### src/hdl/dhm_pkg.sv
// Shared types and constants for the delta height grid core.
// No dependencies; imported by every module of the block.
`timescale 1ns / 1ps
`default_nettype none

package dhm_pkg;

   localparam int GRID_SIDE_DEF     = 65;
   localparam int CELL_SIZE         = 8192;
   localparam int CELL_LOG2         = $clog2(CELL_SIZE);
   localparam int COORD_W           = 14;
   localparam int HEIGHT_W          = 24;
   localparam int SUM_W             = 32;
   localparam int SUM_FRAC          = 8;
   localparam int DELTA_W           = 8;
   localparam int RESULT_W          = 48;
   localparam int FRAC_BITS         = 14;
   localparam int HEIGHT_SCALE_LOG2 = 3;
   localparam int RESULT_OFFSET     = 16;
   localparam int UNLOADED_HEIGHT   = -256;

   localparam int DIFF_W     = HEIGHT_W + 1;
   localparam int PROD_W     = DIFF_W + COORD_W + 1;
   localparam int ACC_W      = PROD_W + 1;
   localparam int BASE_SHIFT = HEIGHT_SCALE_LOG2 + FRAC_BITS;
   localparam int ACC_SHIFT  = HEIGHT_SCALE_LOG2 + FRAC_BITS - CELL_LOG2;

   typedef enum logic [1:0] {
      CMD_BEGIN = 2'd0,
      CMD_DELTA = 2'd1,
      CMD_QUERY = 2'd2
   } cmd_type;

   typedef enum logic [2:0] {
      ST_IDLE,
      ST_LOCATE,
      ST_READ_BASE,
      ST_READ_A,
      ST_MAC_A,
      ST_MAC_B,
      ST_DONE
   } state_type;

endpackage

`default_nettype wire

### src/hdl/dhm_locate.sv
// Maps one cell-local coordinate to a grid vertex index and a fraction over the cell size.
// Depends on dhm_pkg.
`timescale 1ns / 1ps
`default_nettype none

module dhm_locate #(
   parameter int GRID_SIDE = dhm_pkg::GRID_SIDE_DEF,
   localparam int CNT_W = $clog2(GRID_SIDE + 1)
) (
   input  wire logic [dhm_pkg::COORD_W-1:0] coord,
   output logic      [CNT_W-1:0]            idx,
   output logic      [dhm_pkg::COORD_W-1:0] frac
);
   import dhm_pkg::*;

   localparam int S_W     = COORD_W + CNT_W;
   localparam int WHOLE_W = S_W - CELL_LOG2;

   logic [COORD_W-1:0] c_wrap;
   logic [S_W-1:0]     scaled;
   logic [WHOLE_W-1:0] whole;

   always_comb begin
      if (coord > COORD_W'(CELL_SIZE)) begin
         c_wrap = COORD_W'(coord[CELL_LOG2-1:0]);
      end else begin
         c_wrap = coord;
      end
      scaled = S_W'(c_wrap) * S_W'(GRID_SIDE - 1);
      whole  = scaled[S_W-1:CELL_LOG2];
      // far edge steps back one vertex with a full fraction
      if (whole >= WHOLE_W'(GRID_SIDE - 1)) begin
         idx  = CNT_W'(GRID_SIDE - 2);
         frac = COORD_W'(CELL_SIZE);
      end else begin
         idx  = whole[CNT_W-1:0];
         frac = COORD_W'(scaled[CELL_LOG2-1:0]);
      end
   end

endmodule

`default_nettype wire

### config.mk
export PLATFORM = sky130hd
export DESIGN_NAME = dhm_locate
export DESIGN_NICKNAME = d
export VERILOG_FILES = /design/src/hdl/dhm_pkg.sv /design/src/hdl/dhm_locate.sv
export SDC_FILE = /design/constraint.sdc
export NUM_CORES = 1
export LEC_CHECK = 0
export BUFFER_PORTS_ARGS = -buffer_cell sky130_fd_sc_hd__buf_2
export CAP_MARGIN = 20
export CORE_AREA = 2 2 39 41
export DETAILED_ROUTE_END_ITERATION = 6
export DIE_AREA = 0 0 41 43
export PLACE_DENSITY = 0.56
export SYNTH_ARGS = -nofsm -noshare
export SYNTH_HDL_FRONTEND = slang
export SYNTH_SLANG_ARGS = --single-unit
### constraint.sdc
create_clock -name vclk -period 1.2
set_input_delay 0.18 -clock vclk [all_inputs]
set_output_delay 0.18 -clock vclk [all_outputs]
set_load 0.02 [all_outputs]
# Word-level counts from Yosys, hierarchy flattened

Index checks and enable logic that the tools add are counted.
Widths: inputs -> output; s select.

Input bits: 14
Bits in registers: 0
Logic and storage cells: 5
Output and inout bits: 21

Muxes and demuxes: 3
Order comparisons: 2

Operator list:

| cell                 | count |
|---|---|
| $mux 14              | 2 |
| $gt 14x14->1 const B | 1 |
| $ge 7x7->1 const B   | 1 |
| $mux 7               | 1 |

# Depth between registers and ports, before layout

Gate-level depths: netlist (run 1).

Depth after elaboration: 4
Depth in mapped cells: 3
Gate-level depth less buffers: 2

# Least setup slack after synthesis (run 1)

No wires, ideal clock.

Path kind: in2out
Start: in coord[4] (netlist name)
End: out frac[13] (netlist name)
Arrival: 1.559 ns
Path slack: -0.539 ns
Cell stages on the path: 3
Cells stage by stage: or4_4 -> buf_6 -> nor4_1

Longest elaborated chain between the ends: 4

Ends and longest elaborated chain:

| item               | line             | RTL |
|---|---|---|
| start: declaration | dhm_locate.sv:10 | `input wire logic [dhm_pkg::COORD_W-1:0] coord,` |
| $gt 14x14->1       | dhm_locate.sv:24 | `if (coord > COORD_W'(CELL_SIZE)) begin` |
| $mux 14            | dhm_locate.sv:24 |  |
| $ge 7x7->1         | dhm_locate.sv:32 | `if (whole >= WHOLE_W'(GRID_SIDE - 1)) begin` |
| $mux 14            | dhm_locate.sv:32 |  |
| end: declaration   | dhm_locate.sv:12 | `output logic [dhm_pkg::COORD_W-1:0] frac` |

Every way passes these cells.

# Worst setup path after layout (run 1)

Start: in coord[2] (netlist name)
End: out idx[5]

Longest elaborated chain between the ends: 4

Ends and longest elaborated chain:

| item             | line             | RTL |
|---|---|---|
| $gt 14x14->1     | dhm_locate.sv:24 |  |
| $mux 14          | dhm_locate.sv:24 |  |
| $ge 7x7->1       | dhm_locate.sv:32 |  |
| $mux 7           | dhm_locate.sv:32 |  |
| end: declaration | dhm_locate.sv:11 | `output logic [CNT_W-1:0] idx,` |

Every way passes these cells.

==> results.txt, run 1 <==
Core Rows: 14
Max Cap Viol: 0
first-pass GRT wire length: 1.08 mm
die width: 41 um
Post-DRT Antenna Nets: 0
HP Start: coord[2]
Yosys warnings: 0
vias in the first global route: 268
area grow syn2layout: 88.6%
core area: 1380 sq um
vias: 301
GRT Overall Usage: 8.09%
Seq cells: 0
Crit Path Max Fanout: 7
initial antenna violation count: 0
PwrDens: 345 nW/um^2
most frequent cells in the layout: buf_2, buf_4, conb_1
WHS: 0.574 ns
full die area: 1760 sq um
DR WL/cell: 10.1 um
IO Port Bufs: 28
# DRC: 0
CTS hold repair buffers: 0
Mean Syn Cell Area: 7.61 sq um
HPWL Detailed: 612 um
ratio of final minimum period to clock period: 137%
Max Slew Vio Count: 0
fin nets: 73
status: finished, violations left
largest net degree at the start of global routing: 8
post-route setup slack: -0.449 ns
Inst Count DP: 73
antenna cell count: 0
Gate Count Post-Synth: 36
critical path startpoint category: primary input
fillcell total: 155
Peak VDD IR: 0.149 mV
Req. time, crit path: 1.02 ns
Crit. End Element: output port
Period minus WS final: 1.65 ns
setup violators final: 7
routed vias/inst: 4.12
routed wire length: 735 um
final hold vios: 0
Hold Crit Depth: 2
crit path DAT: 1.47 ns
GPL Wtd Cong: 0.586
post-synthesis cell area: 274 sq um
first drt pass iteration count: 2
sequential share of the synthesized area: 0%
fmax: 606 MHz
gr ovfl total: 0
synth unique cells: 13
leading cell type in the layout, fill and taps excluded: buf_2
Die Height: 43 um
leakage: 0.336 nW
share of cells above drive strength 1: 77.2%
critical path type: primary input to output port
layout clock buffer count: 0
Starting Density: 19.8%
RSZ-0062 raised after global routing: yes
I/O Pins: 35
Pwr Total: 178 uW
worst hold path type: primary input to output port
Storage cell area: 0 sq um
Iter 0 DRT Violations: 1
hold-critical path endpoint: frac[8]
Non-Filler Instances: 73
failing checks: setup timing
==> synth_stat cells (all sizes together) <==
library cell / n / area share (%)
buf: 9 / 25
clkbuf: 8 / 11
conb: 1 / 1.4
dlygate4sd3: 1 / 3.7
inv: 6 / 8.2
nor4: 1 / 2.3
o41ai: 6 / 36
or2: 1 / 2.3
or4: 2 / 6.9
or4b: 1 / 3.7
==> metrics by stage <==
| stage | TNS [ns] | util [%] | instance area (sq um) | worst slack, ns |
|---|---|---|---|---|
| 6_report | -3.03 | 37.3 | 517 | -0.449 |
| 5_1_grt | -3.29 | 37.3 | 517 | -0.491 |
| 4_1_cts | -3.09 | 36.8 | 509 | -0.460 |
| 3_5_place_dp | -3.35 | 33.8 | 468 | -0.509 |
| 3_3_place_gp | -3.28 | 33.8 | 468 | -0.497 |
| 2_1_floorplan | -2.22 | - | 389 | -0.341 |
==> critical path, stage by stage <==
cell and delay, ns:
buf_6 0.09, or4b_4 0.52, buf_6 0.17, o41ai_4 0.32, buf_4 0.19
==> power by group <==
group          internal (mW)  switching (mW)
clock network              0               0
logic                 0.0744           0.104
registers                  0               0
==> worst max path at each step <==
stage | start | cells after the start | slack [ns] | endpoint
final | coord[2] | 5 | -0.45 | idx[5]
after global routing | coord[12] | 5 | -0.49 | idx[4]
after CTS | coord[2] | 5 | -0.46 | idx[5]
after detailed placement | coord[10] | 5 | -0.51 | idx[0]
after global placement | coord[10] | 5 | -0.50 | idx[0]
after floorplan | coord[10] | 3 | -0.34 | idx[0]
==> layer usage <==
metal	part of all wire (%)	global-route usage [%]	vias up
met4	0	0	0
li1	-	-	145
met2	57	15.3	21
met1	33	10.1	135
met3	9.5	0	0
met5	0	0	-
==> cells by family after synthesis <==
kind of cell	synth area share, %
other cells	1.37
compound gates	35.6
buf+inv	47.9
simple gates	15.1
==> final cells by class <==
| cell class | instances | area, sq um | area share [%] |
|---|---|---|---|
| multi-input cells | 18 | 255 | 49.4 |
| repair buffers | 33 | 219 | 42.4 |
| inverters | 6 | 22.5 | 4.36 |
| well taps | 16 | 20.0 | 3.87 |
==> what timing repair did <==
item	in CTS	in global routing
resized for setup	12	2
pin swaps	7	0
setup buffers	0	0
setup endpoints to repair	7	7
Power figures use the tool's default switching activity.
==> run 2: changes to the inputs <==
- CELL_PAD_IN_SITES_DETAIL_PLACEMENT: default -> 0
- CELL_PAD_IN_SITES_GLOBAL_PLACEMENT: default -> 1
- CORE_AREA: 2 2 39 41 -> default
- CORE_MARGIN: default -> 1.5
- CORE_UTILIZATION: default -> 18
- DIE_AREA: 0 0 41 43 -> default
- PLACE_DENSITY: 0.56 -> 0.77
==> results.txt, run 2 (synthesis gave the netlist of run 1 again) <==
I/O Pins: 35 (unchanged)
ratio of final minimum period to clock period: 139% (was 137%)
core area: 1370 sq um (was 1380 sq um)
Req. time, crit path: 1.02 ns (about the same)
IO Port Bufs: 28 (unchanged)
# DRC: 0 (unchanged)
gr ovfl total: 0 (unchanged)
HPWL Detailed: 557 um (was 612 um)
PwrDens: 332 nW/um^2 (was 345 nW/um^2)
fillcell total: 155 (unchanged)
Crit. End Element: output port (unchanged)
final hold vios: 0 (unchanged)
post-route setup slack: -0.463 ns (was -0.449 ns)
antenna cell count: 0 (unchanged)
Max Slew Vio Count: 0 (unchanged)
fin nets: 76 (was 73)
initial antenna violation count: 0 (unchanged)
CP delay by family, top: simple AND/OR/NAND/NOR gates (unchanged)
fmax: 601 MHz (was 606 MHz)
CP Buf/Inv Count: 3 (unchanged)
share of cells above drive strength 1: 78.3% (was 77.2%)
crit path DAT: 1.48 ns (was 1.47 ns)
Worst path max stage delay: 0.53 ns (was 0.52 ns)
Max Cap Viol: 0 (unchanged)
status: finished, violations left (unchanged)
layout clock buffer count: 0 (unchanged)
area grow syn2layout: 102% (was 88.6%)
Die Height: 42.0 um (was 43 um)
Period minus WS final: 1.66 ns (was 1.65 ns)
Core Rows: 13 (was 14)
GRT Overall Usage: 7.24% (was 8.09%)
Crit Path Max Fanout: 7 (unchanged)
Seq cells: 0 (unchanged)
leading cell type in the layout, fill and taps excluded: buf_2 (unchanged)
vias: 306 (was 301)
CP max-delay cell: or4b_4 (unchanged)
GPL Wtd Cong: 0.580 (was 0.586)
largest net degree at the start of global routing: 8 (unchanged)
first drt pass iteration count: 2 (unchanged)
DR WL/cell: 9.29 um (was 10.1 um)
setup_tns: -3.00 ns (was -3.03 ns)
critical path startpoint category: primary input (unchanged)
routed wire length: 697 um (was 735 um)
Starting Density: 20.1% (was 19.8%)
leakage: 0.357 nW (was 0.336 nW)
most frequent cells in the layout: buf_2, buf_4, conb_1 (unchanged)
worst hold path type: primary input to output port (unchanged)
setup violators final: 7 (unchanged)
Peak VDD IR: 0.132 mV (was 0.149 mV)
critical path type: primary input to output port (unchanged)
vias in the first global route: 265 (was 268)
RSZ-0062 raised after global routing: yes (unchanged)
Iter 0 DRT Violations: 2 (was 1)
die width: 42.0 um (was 41 um)
routed vias/inst: 4.08 (was 4.12)
failing checks: setup timing (unchanged)
Post-DRT Antenna Nets: 0 (unchanged)
Core Util, Final: 40.5% (was 37.3%)
full die area: 1770 sq um (was 1760 sq um)
first-pass GRT wire length: 1.09 mm (was 1.08 mm)
Storage cell area: 0 sq um (unchanged)
cell chain of the critical path: buf_6 -> or4b_4 -> buf_8 -> o41ai_4 -> buf_4 (was buf_6 -> or4b_4 -> buf_6 -> o41ai_4 -> buf_4)
run 2: report_power, final:
part / internal (mW) / switching (mW)
combinational: 0.0791 / 0.105
sequential: 0 / 0
clock: 0 / 0
run 2: final cells by class:
type	count	area, sq um	share of cell area, %
inverters	6	22.5	4.07
well taps	15	18.8	3.39
multi-input cells	18	255	46.2
repair buffers	36	256	46.4
run 2: repair_timing:
action	4_1_cts	5_1_grt
hold buffers	0	0
setup endpoints to repair	7	7
pin swaps	8	0
setup buffers	4	0
resized for setup	14	1
run 2: worst paths after layout:
check     start  endpoint  slack [ns]  depth (start not counted)
max    coord[2]    idx[1]       -0.46                          5
min    coord[2]   frac[8]        0.57                          2
run 2: per-stage QoR:
step           hold slack [ns]  cell area (sq um)  total power, mW  setup WS, ns  cells
6_report                 0.573                553            0.184        -0.463     75
5_1_grt                  0.581                553            0.196        -0.490     75
4_1_cts                  0.575                549            0.184        -0.456     75
3_5_place_dp             0.591                459            0.162        -0.507     71
3_3_place_gp             0.587                459            0.160        -0.502     71
2_1_floorplan            0.474                389            0.136        -0.341     42
run 2: metal layers:
metal  GRT usage, %  routed length [um]  vias up
li1               -                   -      154
met1           8.97                 252      131
met2           14.7                 388       21
met3              0                  56        0
met4              0                   0        0
met5              0                   0        -
==> run 3: changes to the inputs <==
- BUFFER_PORTS_ARGS: -buffer_cell sky130_fd_sc_hd__buf_2 -> -buffer_cell sky130_fd_sc_hd__buf_4
- MAX_ROUTING_LAYER: default -> met4
==> results.txt, run 3 (synthesis gave the netlist of run 1 again) <==
Crit Path Max Fanout: 7 (unchanged)
Non-Filler Instances: 71 (was 75)
DR WL/cell: 10.3 um (was 9.29 um)
Hold Crit Depth: 2 (unchanged)
status: finished, violations left (unchanged)
PwrDens: 343 nW/um^2 (was 332 nW/um^2)
die width: 42.0 um (unchanged)
most frequent cells in the layout: buf_4, conb_1, inv_1, o41ai_4, buf_6 (was buf_2, buf_4, conb_1)
routed vias/inst: 4.27 (was 4.08)
Post-DRT Antenna Nets: 0 (unchanged)
leading cell type in the layout, fill and taps excluded: buf_4 (was buf_2)
part of the power in combinational logic: 100.0% (about the same)
RSZ-0062 raised after global routing: yes (unchanged)
fmax: 595 MHz (was 601 MHz)
full die area: 1770 sq um (unchanged)
final hold vios: 0 (unchanged)
GPL Wtd Cong: 0.572 (was 0.580)
Max Cap Viol: 0 (unchanged)
area grow syn2layout: 110% (was 102%)
met2 routed WL: 449 um (was 388 um)
leakage: 0.356 nW (was 0.357 nW)
initial antenna violation count: 0 (unchanged)
Clock power frac: 0% (about the same)
gr ovfl total: 0 (unchanged)
vias in the first global route: 279 (was 265)
Switching Fraction: 53.0% (was 56.9%)
core area: 1370 sq um (unchanged)
setup violators final: 7 (unchanged)
Period minus WS final: 1.68 ns (was 1.66 ns)
Reg power frac: 0% (about the same)
Inst Count DP: 69 (was 71)
switching power: 105 uW (about the same)
share of cells above drive strength 1: 76.8% (was 78.3%)
met3 wire length: 85 um (was 56 um)
largest net degree at the start of global routing: 8 (unchanged)
first-pass GRT wire length: 1.16 mm (was 1.09 mm)
Storage cell area: 0 sq um (unchanged)
# DRC: 0 (unchanged)
worst hold path type: primary input to output port (unchanged)
Max Slew Vio Count: 0 (unchanged)
Seq cells: 0 (unchanged)
critical path type: primary input to output port (unchanged)
max layer used: met3 (unchanged)
post-route setup slack: -0.480 ns (was -0.463 ns)
internal power: 92.8 uW (was 79.1 uW)
multi-input combinational cell area: 255 sq um (unchanged)
Die Height: 42.0 um (unchanged)
antenna cell count: 0 (unchanged)
dpl ws: -0.501 ns (was -0.507 ns)
Peak VDD IR: 0.144 mV (was 0.132 mV)
layout clock buffer count: 0 (unchanged)
Req. time, crit path: 1.02 ns (about the same)
Iter 0 DRT Violations: 0 (was 2)
Pwr Total: 197 uW (was 184 uW)
routed wire length: 734 um (was 697 um)
vias: 303 (was 306)
DRT met1 WL: 199 um (was 252 um)
Crit. End Element: output port (unchanged)
first drt pass iteration count: 1 (was 2)
fin nets: 72 (was 76)
crit path DAT: 1.50 ns (was 1.48 ns)
critical path startpoint category: primary input (unchanged)
CTS hold repair buffers: 0 (unchanged)
GRT Overall Usage: 8.17% (was 7.24%)
fillcell total: 149 (was 155)
Starting Density: 20.1% (unchanged)
failing checks: setup timing (unchanged)
I/O Pins: 35 (unchanged)
IO Port Bufs: 28 (unchanged)
Core Rows: 13 (unchanged)
ratio of final minimum period to clock period: 140% (was 139%)
## run 3: timing repair
item | in CTS | in global routing
buffers inserted | 2 | 0
pin swaps | 5 | 1
endpoints found under the setup margin | 7 | 7
gates resized for setup | 7 | 2
## run 3: power by group through the flow
stage,clock network [mW],registers (mW),logic [mW]
6_report,0,0,0.197
5_1_grt,0,0,0.210
4_1_cts,0,0,0.198
3_5_place_dp,0,0,0.185
3_3_place_gp,0,0,0.182
2_1_floorplan,0,0,0.136
## run 3: layout make-up
| type | instances | share of cell area [%] |
|---|---|---|
| Timing Repair Buffer | 32 | 48.5 |
| Inverter | 6 | 3.91 |
| Tap cell | 15 | 3.26 |
| Multi-Input combinational cell | 18 | 44.3 |
## run 3: worst paths after layout
path  startpoint       to  slack, ns
max    coord[12]   idx[5]      -0.48
min     coord[2]  frac[8]       0.55
## run 3: critical path, cell delays in order
cell     delay, ns
buf_4         0.11
or4b_4        0.51
buf_8         0.17
o41ai_4       0.33
buf_4         0.19
## run 3: through the flow
stage                     hold slack [ns]  instance area [sq um]  utilization, %  TNS (ns)
after detailed placement            0.567                    514            37.6     -3.30
after floorplan                     0.474                    389               -     -2.22
after CTS                           0.554                    568            41.6     -3.19
final                               0.552                    576            42.1     -3.13
after global routing                0.560                    576            42.1     -3.37
after global placement              0.564                    514            37.6     -3.23
## run 3: routing by layer
metal,GRT usage [%],vias to the layer above
li1,-,143
met1,7.95,139
met2,17.8,21
met3,0.862,0
met4,0,0
met5,-,-
